[src/i2cmbe_pkg.sv]
package i2cmbe_pkg;

  localparam int DELAY_BITS = 16;
  localparam int CFG_BITS   = 16;
  localparam int IN_BITS    = 16;
  localparam int OUT_BITS   = 16;

  localparam logic [1:0] FUNC_START = 2'd0;
  localparam logic [1:0] FUNC_STOP  = 2'd1;
  localparam logic [1:0] FUNC_WRITE = 2'd2;
  localparam logic [1:0] FUNC_READ  = 2'd3;

  localparam logic CFG_BIT_HOLD = 1'b0;
  localparam logic CFG_EDGE_GAP = 1'b1;

  localparam logic [7:0] MSB_MASK = 8'h80;
  localparam logic [7:0] LSB_ONE  = 8'h01;

  typedef logic [DELAY_BITS-1:0] delay_t;

  typedef struct packed {
    logic       sda_level;
    logic       ack_after_read;
    logic [7:0] write_data;
    logic       cmd_valid;
  } in_word_t;

  typedef struct packed {
    logic       ack_seen;
    logic [7:0] read_data;
    logic       done_res;
    logic       ready_res;
    logic       sda_drive_low;
    logic       scl_drive_low;
  } out_word_t;

endpackage

[src/i2c_master_byte_engine_core.sv]
// the result word is registered; a skid register takes one more word while m_tready is low
// throughput: one word per cycle, until the skid register is full and s_tready goes low
// rate is set by the single state update between the input handshake and the output register
// reset: synchronous, active high; bus lines released, state idle, both delays set to 5
module i2c_master_byte_engine_core (
  input  logic                           clk,
  input  logic                           rst,
  input  logic                           cfg_we,
  input  logic                           cfg_index,
  input  logic [i2cmbe_pkg::CFG_BITS-1:0] cfg_data,
  input  logic                           s_tvalid,
  output logic                           s_tready,
  // cmd_valid, write_data[7:0], ack_after_read, sda_level, zero fill
  input  logic [i2cmbe_pkg::IN_BITS-1:0]  s_tdata,
  // func[1:0]
  input  logic [1:0]                     s_tuser,
  output logic                           m_tvalid,
  input  logic                           m_tready,
  // scl_drive_low, sda_drive_low, ready_res, done_res, read_data[7:0], ack_seen, zero fill
  output logic [i2cmbe_pkg::OUT_BITS-1:0] m_tdata
);
  import i2cmbe_pkg::*;

  localparam logic [3:0] PH_IDLE    = 4'd0;
  localparam logic [3:0] PH_START_A = 4'd1;
  localparam logic [3:0] PH_START_B = 4'd2;
  localparam logic [3:0] PH_STOP_A  = 4'd3;
  localparam logic [3:0] PH_STOP_B  = 4'd4;
  localparam logic [3:0] PH_WR_LOW  = 4'd5;
  localparam logic [3:0] PH_WR_HIGH = 4'd6;
  localparam logic [3:0] PH_RD_LOW  = 4'd7;
  localparam logic [3:0] PH_RD_HIGH = 4'd8;
  localparam logic [3:0] PH_RA_LOW  = 4'd9;
  localparam logic [3:0] PH_RA_HIGH = 4'd10;

  localparam logic [3:0] LAST_BIT = 4'd8;

  delay_t     bit_hold;
  delay_t     edge_gap;
  logic [3:0] phase, phase_next;
  logic [3:0] bit_index, bit_index_next;
  logic [7:0] shift_byte, shift_byte_next;
  delay_t     tick_count, tick_count_next;
  logic       scl_low, scl_low_next;
  logic       sda_low, sda_low_next;
  logic       ack_reg, ack_reg_next;
  logic [7:0] read_reg, read_reg_next;
  logic       ack_plan, ack_plan_next;
  logic       done;

  logic       out_valid, skid_valid;
  logic [OUT_BITS-1:0] out_data, skid_data, res_data;

  in_word_t   in_word;
  out_word_t  res;
  logic       accept, drain;
  delay_t     wait_len;
  logic [DELAY_BITS:0] count_inc;
  logic       wait_end;
  logic [3:0] bit_inc;
  logic [7:0] shift_left, shift_in;

  assign in_word  = in_word_t'(s_tdata[$bits(in_word_t)-1:0]);
  assign s_tready = !skid_valid;
  assign accept   = s_tvalid && s_tready;
  assign m_tvalid = out_valid;
  assign m_tdata  = out_data;
  assign drain    = out_valid && m_tready;

  always_comb begin
    if (phase == PH_START_A || phase == PH_START_B || phase == PH_STOP_A
        || phase == PH_STOP_B) begin
      wait_len = edge_gap;
    end else begin
      wait_len = bit_hold;
    end
    if (wait_len == '0) begin
      wait_len = delay_t'(1);
    end
  end

  assign count_inc  = {1'b0, tick_count} + {{DELAY_BITS{1'b0}}, 1'b1};
  assign wait_end   = count_inc >= {1'b0, wait_len};
  assign bit_inc    = bit_index + 4'd1;
  assign shift_left = {shift_byte[6:0], 1'b0};
  assign shift_in   = shift_left | (in_word.sda_level ? LSB_ONE : 8'h00);

  always_comb begin
    phase_next      = phase;
    bit_index_next  = bit_index;
    shift_byte_next = shift_byte;
    scl_low_next    = scl_low;
    sda_low_next    = sda_low;
    ack_reg_next    = ack_reg;
    read_reg_next   = read_reg;
    ack_plan_next   = ack_plan;
    done            = 1'b0;
    tick_count_next = wait_end ? '0 : count_inc[DELAY_BITS-1:0];
    unique case (phase)
      PH_IDLE: begin
        tick_count_next = tick_count;
        if (in_word.cmd_valid) begin
          tick_count_next = '0;
          unique case (s_tuser)
            FUNC_START: begin
              scl_low_next = 1'b0;
              sda_low_next = 1'b0;
              phase_next   = PH_START_A;
            end
            FUNC_STOP: begin
              sda_low_next = 1'b1;
              phase_next   = PH_STOP_A;
            end
            FUNC_WRITE: begin
              shift_byte_next = in_word.write_data;
              bit_index_next  = '0;
              scl_low_next    = 1'b1;
              sda_low_next    = (in_word.write_data & MSB_MASK) == 8'h00;
              phase_next      = PH_WR_LOW;
            end
            FUNC_READ: begin
              shift_byte_next = '0;
              bit_index_next  = '0;
              ack_plan_next   = in_word.ack_after_read;
              scl_low_next    = 1'b1;
              sda_low_next    = 1'b0;
              phase_next      = PH_RD_LOW;
            end
          endcase
        end
      end
      PH_START_A: begin
        if (wait_end) begin
          sda_low_next = 1'b1;
          phase_next   = PH_START_B;
        end
      end
      PH_START_B: begin
        if (wait_end) begin
          scl_low_next = 1'b1;
          done         = 1'b1;
          phase_next   = PH_IDLE;
        end
      end
      PH_STOP_A: begin
        if (wait_end) begin
          scl_low_next = 1'b0;
          phase_next   = PH_STOP_B;
        end
      end
      PH_STOP_B: begin
        if (wait_end) begin
          sda_low_next = 1'b0;
          done         = 1'b1;
          phase_next   = PH_IDLE;
        end
      end
      PH_WR_LOW, PH_RD_LOW, PH_RA_LOW: begin
        if (wait_end) begin
          scl_low_next = 1'b0;
          phase_next   = phase + 4'd1;
        end
      end
      PH_WR_HIGH: begin
        if (wait_end) begin
          scl_low_next = 1'b1;
          if (bit_index >= LAST_BIT) begin
            ack_reg_next   = !in_word.sda_level;
            sda_low_next   = !in_word.sda_level;
            bit_index_next = '0;
            done           = 1'b1;
            phase_next     = PH_IDLE;
          end else begin
            bit_index_next = bit_inc;
            if (bit_inc < LAST_BIT) begin
              shift_byte_next = shift_left;
              sda_low_next    = (shift_left & MSB_MASK) == 8'h00;
            end else begin
              sda_low_next = 1'b0;
            end
            phase_next = PH_WR_LOW;
          end
        end
      end
      PH_RD_HIGH: begin
        if (wait_end) begin
          shift_byte_next = shift_in;
          scl_low_next    = 1'b1;
          bit_index_next  = bit_inc;
          if (bit_inc >= LAST_BIT) begin
            read_reg_next = shift_in;
            sda_low_next  = ack_plan;
            phase_next    = PH_RA_LOW;
          end else begin
            phase_next = PH_RD_LOW;
          end
        end
      end
      PH_RA_HIGH: begin
        if (wait_end) begin
          scl_low_next   = 1'b1;
          bit_index_next = '0;
          done           = 1'b1;
          phase_next     = PH_IDLE;
        end
      end
      default: begin
        phase_next      = PH_IDLE;
        tick_count_next = '0;
      end
    endcase
  end

  always_comb begin
    res.scl_drive_low = scl_low_next;
    res.sda_drive_low = sda_low_next;
    res.ready_res     = phase_next == PH_IDLE;
    res.done_res      = done;
    res.read_data     = read_reg_next;
    res.ack_seen      = ack_reg_next;
    res_data          = OUT_BITS'(res);
  end

  always_ff @(posedge clk) begin
    if (rst) begin
      bit_hold <= delay_t'(5);
      edge_gap <= delay_t'(5);
    end else if (cfg_we) begin
      unique case (cfg_index)
        CFG_BIT_HOLD: bit_hold <= cfg_data[DELAY_BITS-1:0];
        CFG_EDGE_GAP: edge_gap <= cfg_data[DELAY_BITS-1:0];
      endcase
    end
  end

  always_ff @(posedge clk) begin
    if (rst) begin
      phase      <= PH_IDLE;
      bit_index  <= '0;
      shift_byte <= '0;
      tick_count <= '0;
      scl_low    <= 1'b0;
      sda_low    <= 1'b0;
      ack_reg    <= 1'b0;
      read_reg   <= '0;
      ack_plan   <= 1'b0;
    end else if (accept) begin
      phase      <= phase_next;
      bit_index  <= bit_index_next;
      shift_byte <= shift_byte_next;
      tick_count <= tick_count_next;
      scl_low    <= scl_low_next;
      sda_low    <= sda_low_next;
      ack_reg    <= ack_reg_next;
      read_reg   <= read_reg_next;
      ack_plan   <= ack_plan_next;
    end
  end

  always_ff @(posedge clk) begin
    if (rst) begin
      out_valid  <= 1'b0;
      skid_valid <= 1'b0;
    end else if (accept) begin
      if (!out_valid || drain) begin
        out_data  <= res_data;
        out_valid <= 1'b1;
      end else begin
        skid_data  <= res_data;
        skid_valid <= 1'b1;
      end
    end else if (drain) begin
      if (skid_valid) begin
        out_data   <= skid_data;
        skid_valid <= 1'b0;
      end else begin
        out_valid <= 1'b0;
      end
    end
  end

endmodule
[config.mk]
export PLATFORM = sky130hd
export DESIGN_NAME = i2c_master_byte_engine_core
export DESIGN_NICKNAME = d
export VERILOG_FILES = /design/src/i2cmbe_pkg.sv /design/src/i2c_master_byte_engine_core.sv
export SDC_FILE = /design/constraint.sdc
export NUM_CORES = 1
export LEC_CHECK = 0
export BUFFER_PORTS_ARGS = -buffer_cell sky130_fd_sc_hd__buf_2
export CORE_UTILIZATION = 55
export CTS_BUF_LIST = sky130_fd_sc_hd__clkbuf_8
export DETAILED_ROUTE_END_ITERATION = 6
export PLACE_DENSITY = 0.73
export SETUP_SLACK_MARGIN = 0.1
export SYNTH_ARGS = -nofsm -noshare
export SYNTH_HDL_FRONTEND = slang
export SYNTH_SLANG_ARGS = --single-unit
[constraint.sdc]
create_clock -name clk -period 7.9 [get_ports clk]
set_input_delay 1.185 -clock clk [delete_from_list [all_inputs] [get_ports clk]]
set_output_delay 1.185 -clock clk [all_outputs]
set_load 0.01 [all_outputs]
# --- Yosys cells after proc, flatten, opt, wreduce, memory -nomap -nowiden ---
# Cells that the tools add are included.
# Widths: inputs -> output; s select.
totals:
  regBits: 106
classes:
  n_lt_le_gt_ge: 4
  eq_ne: 24
  add_sub_neg: 3
  n_reduce_logical: 36
  n_bitwise: 4
  n_mux: 67
ops:
  columns: ["operator", "n"]
  rows:
  - ["$mux 16", 8]
  - ["$mux 4", 14]
  - ["$mux 7", 5]
  - ["$pmux 16 s2", 1]
  - ["$pmux 4 s4", 2]
  - ["$pmux 4 s7", 1]
  - ["$mux 1", 25]
  - ["$mux 8", 3]
  - ["$pmux 7 s3", 1]
  - ["$add 16x1->17 const B", 1]
  - ["$ge 17x16->1", 1]
  - ["$eq 4x3->1 const B", 4]
  - ["$logic_not 16->1", 1]
  - ["$logic_not 8->1", 2]
  - ["$ne 2x2->1 const B", 8]
  - ["$pmux 7 s2", 1]
  - ["$eq 4x4->1 const B", 3]
  - ["$reduce_or 10->1", 1]
  - ["$add 4x1->4 const B", 2]
  - ["$eq 4x2->1 const B", 2]
  - ["$ge 4x4->1 const B", 2]
  - ["$logic_not 4->1", 2]
  - ["$or 8x1->8", 1]
  - ["$reduce_and 2->1", 4]
  - ["other kinds (25)", 43]

# --- Depth between registers and ports, before layout ---
depth:
  depth_word: 13
  depth_mapped: 20
  depth_no_buf: 19

# --- Worst setup path after synthesis ---
# Ideal clock, no wire load.
synth_timing:
  kind: "register to register"
  startpoint: "register phase[0]"
  endpoint: "register out_data[2] (netlist: m_tdata[2]), data pin"
  required_time_ps: 7720
  slack_ps: 3277
  arrival_ps: 4443
  stages_incl_launch_ff: 19
  setup_time_ps: 180
  cell_sequence: "dfxtp_1 -> ha_1 -> buf_2 -> nor2_1 -> a221oi_2 -> buf_2 -> mux2i_1 -> nand4_1 -> or4_1 -> nand2_1 -> ha_1 -> nand4_1 -> nor4_1 -> a311oi_2 -> o211ai_4 -> inv_2 -> ha_1 -> a221o_1 -> o41ai_2"
synth_via:
  elab_chain_cells: 13
synth_rtl:
  columns: ["item", "line_no", "source"]
  rows:
  - ["from (decl)", "i2c_master_byte_engine_core.sv:40", "logic [3:0] phase, phase_next;"]
  - ["from (signal assigned)", "i2c_master_byte_engine_core.sv:248", "phase <= phase_next;"]
  - ["$eq 4x1->1 or $eq 4x2->1 (tied branches)", "i2c_master_byte_engine_core.sv:71, i2c_master_byte_engine_core.sv:99", null]
  - ["$logic_or 1x1->1 (2 in series)", "i2c_master_byte_engine_core.sv:71", "if (phase == PH_START_A || phase == PH_START_B || phase == PH_STOP_A"]
  - ["$logic_or 1x1->1", "i2c_master_byte_engine_core.sv:72", "|| phase == PH_STOP_B) begin"]
  - ["$mux 16", "i2c_master_byte_engine_core.sv:71", null]
  - ["$logic_not 16->1", "i2c_master_byte_engine_core.sv:77", "if (wait_len == '0) begin"]
  - ["$mux 16", "i2c_master_byte_engine_core.sv:77", null]
  - ["$ge 17x16->1", "i2c_master_byte_engine_core.sv:83", "assign wait_end = count_inc >= {1'b0, wait_len};"]
  - ["$mux 4 (tied with other cells)", "i2c_master_byte_engine_core.sv:139, i2c_master_byte_engine_core.sv:152, i2c_master_byte_engine_core.sv:200", null]
  - ["$pmux 4 s7 (*)", "i2c_master_byte_engine_core.sv:99", "unique case (phase)"]
  - ["$logic_not 4->1 (*)", "i2c_master_byte_engine_core.sv:217", "res.ready_res = phase_next == PH_IDLE;"]
  - ["$mux 16 (*)", "i2c_master_byte_engine_core.sv:265", "if (!out_valid || drain) begin"]
  - ["$mux 16 (*)", "i2c_master_byte_engine_core.sv:264", "end else if (accept) begin"]
  - ["to (signal assigned)", "i2c_master_byte_engine_core.sv:266", "out_data <= res_data;"]
  - ["to (signal assigned)", "i2c_master_byte_engine_core.sv:274", "out_data <= skid_data;"]
  - ["to (decl)", "i2c_master_byte_engine_core.sv:52", "logic [OUT_BITS-1:0] out_data, skid_data, res_data;"]
# Mark *: on every way between the ends. The rest lies on a longest branch, timed or not. The select of a mux whose other input is x is not followed.
# A chain may end at the register's enable or synchronous reset.

# --- Worst setup path after layout ---
# Same ends and word-level chain as after synthesis.

==> impl_results.md <==
* Area added between synthesis and finish at 8.80%
* Most common cell on crit path: ha_1
* VDD IR max at 0.110 mV
* Worst slack, placed at around 2.6 ns
* Cell-internal power at about 0.81 mW
* Netlist cell types at 65
* Starting density of the core at a little under three fifths
* Final ANT Viol Nets at 0
* Pwr/cell area at 191 nW/um^2
* # fillers at 907
* Routed wire length at roughly 13000 um
* Clk Latency, worst-skew pair at approximately 0.37 ns
* Fmax at 187 MHz
* DIE AREA at around 11000 um^2
* EDFF count, synth at 26
* Global route overflow at 0
* Slowest cell on the critical path: or4_1
* P_leak at 2.45 nW
* Synth Register Bits at ~100
* Initial antenna violation count at 1
* Asr flop ratio synth at 0%
* Net Sw Power at 0.358 mW
* Min Tclk post-route at 5.34 ns
* Final hold vios at 0
* Drt via density at 5.78
* # nets final at ~740
* Worst path max stage delay at approximately 0.55 ns
* Register area share after synthesis at approximately two fifths
* CTS root buffer: clkbuf_8
* TNS Setup at 0 ns
* Worst setup path category: flop to flop
* H-tree Lvls at 3
* Die Y at 103 um
* Reg area at 2320 um^2
* Die width at 103 um
* Top Registers: bit_hold (16), edge_gap (16), tick_count (16)
* Synth Warn # at 0
* Most common cell in the synthesized netlist: nand2_1
* Final Max Slew Viols at 0
* Largest net degree at the start of global routing at 81
* DR DRC count at 0
* Sequential cell fraction of total power at 50.0%
* Clock tree sinks at 103
* Tcrit/Tclk final at about two thirds
* CP arrival at 5.53 ns
* WP buf/inv at 4
* Routed wire per std cell at 15.8 um
* Top Family by Delay on Critical Path: compound AO/OA/AOI/OAI gates
* Total Routing Usage GR at 24.8%
* Synth top area share at 27.6%
* Hold-fix buffer count after cts at 0
* Standard-cell row count at 36
* Vias in the first global route at roughly 4300
* Post-Syn Area at around 5600 um^2
* Slew at the pin with the worst max-slew slack at between 1 and 1.5 ns
* Critical path peak fanout at 17
* Reg clk slew, reported paths at approximately 0.11 ns
* # IOs at 58
* Post-CTS setup buffer count at 0
* Setup crit start kind: flop
* PostCTS Resize Cnt at 0
* Clk_skew at 0.0116 ns
* Detail Placement HPWL at 8900 um
* Final setup violation count at 0
* Pre-Repair DR Iteration Count at 5
* Synth area leader: dfxtp_1
* Gpl congestion at 0.896
* Max-Cap Viols at 0
* First-pass GRT wire length at 20300 um
* Core box area at 9820 um^2
* Ant diodes at 0
* RSZ-0062 raised after global routing: no
* Status: completed
* List of most frequent post-synthesis cells: nand2_1 (98), dfxtp_1 (77), a21oi_1 (69)
* Number of port buffers at around 50
* Worst-path cell chain: inv_1 > ha_1 > inv_1 > a221oi_2 > buf_4 > mux2i_1 > nand4_1 > or4_1 > nand2_1 > ha_1 > nand4_1 > nor4_1 > a311oi_2 > o211ai_4 > inv_2 > ha_1 > a221o_1 > o41ai_2
* Slew margin rel. at 22.9%
* CP Data Required Time at about 8 ns
* CTS tree: built
* Largest cells by area after synthesis: dfxtp_1 (28%), edfxtp_1 (14%), nand2_1 (6.6%)
* Clock power share at 31.1%
* Iter 0 DRT Violations at 264
* Sw frac at 30.8%
* Max clock buf depth at 2
* Layout cells sized above 1 at 13.5%
* CP Capture Type: flop
* CTS Buf Count at 9
* Multi-input combinational cell area at 3020 um^2
* Comb pwr share at 18.9%
* Post-synth top flop: dfxtp_1
* Syn Area/Cell at 8.65 um^2
* Worst min path class: flop to flop
* PnR worst setup slack at 2.56 ns
* Total vias in the final route at 4657
* Cell count after synthesis at 646
cell families (layout without fill, tap and decap cells):
logic type,Yosys count,count (layout),synth area share [%]
buffers and inverters,64,89,4.77
AND/OR/NAND/NOR,251,251,21.1
adder cells (fa/ha/maj),28,28,6.27
other,1,3,0.0671
flip-flops,103,103,41.5
multiplexers,30,30,5.44
AO/OA/AOI/OAI,154,154,18.5
XOR/XNOR,15,15,2.35
cells in the final DEF (no fill, tap or decap), drive strengths merged, types with 17 or more instances in the layout:
cell type | Yosys | layout
nor3 | 19 | 19
dfxtp | 77 | 77
buf | 10 | 53
nand2 | 99 | 99
mux2i | 27 | 27
a21oi | 69 | 69
nor2 | 62 | 62
a22oi | 17 | 17
edfxtp | 26 | 26
ha | 28 | 28
o21ai | 20 | 20
inv | 20 | 23
power groups by stage:
stage	clock network [mW]	logic, mW	registers [mW]
3_3_place_gp	0	0.211	0.592
6_report	0.362	0.220	0.581
5_1_grt	0.388	0.245	0.584
3_5_place_dp	0	0.218	0.593
4_1_cts	0.369	0.219	0.581
2_1_floorplan	0	0.163	0.590
layer usage:
metal  up-vias  GRT usage, %  share of wire, %
li1       2336             -                 -
met1      2201          30.0                43
met2        96          44.5                52
met3        22          4.95               3.2
met4         2          7.48               1.9
met5         -             0              0.13
path summary, 6_finish.rpt:
kind / slack, ns / cells past startpoint / endpoint / startpoint
worst max register to register: 2.56 / 18 / m_tdata[2] / phase[0]
worst min-delay path: 0.46 / 2 / bit_hold[3] / bit_hold[3]
worst max-delay path: 2.56 / 18 / m_tdata[2] / phase[0]
worst min register to register: 0.46 / 2 / bit_hold[3] / bit_hold[3]
layout make-up:
class / instances / share of cell area [%]
multi-input combinational: 481 / 49.7
sequential: 103 / 38.2
timing repair buffer: 53 / 4.53
tap: 133 / 2.74
clock buffer: 9 / 2.04
clock inverter: 7 / 1.60
inverter: 20 / 1.23
metrics by stage:
step	util [%]	power (mW)	hold slack, ns	instance area, um^2	cells
2_1_floorplan	-	0.753	0.436	5600	648
3_3_place_gp	59.7	0.803	0.441	5860	790
3_5_place_dp	59.7	0.811	0.446	5860	790
4_1_cts	61.9	1.17	0.462	6080	806
5_1_grt	61.9	1.22	0.475	6080	806
6_report	61.9	1.16	0.459	6080	806
tightest hold or removal path, cell delays in order (launching register included):
cell and delay, ns:
dfxtp_1 0.32, nand2_1 0.05, a21oi_1 0.05
Note: power is estimated with default switching activity, not from simulation.
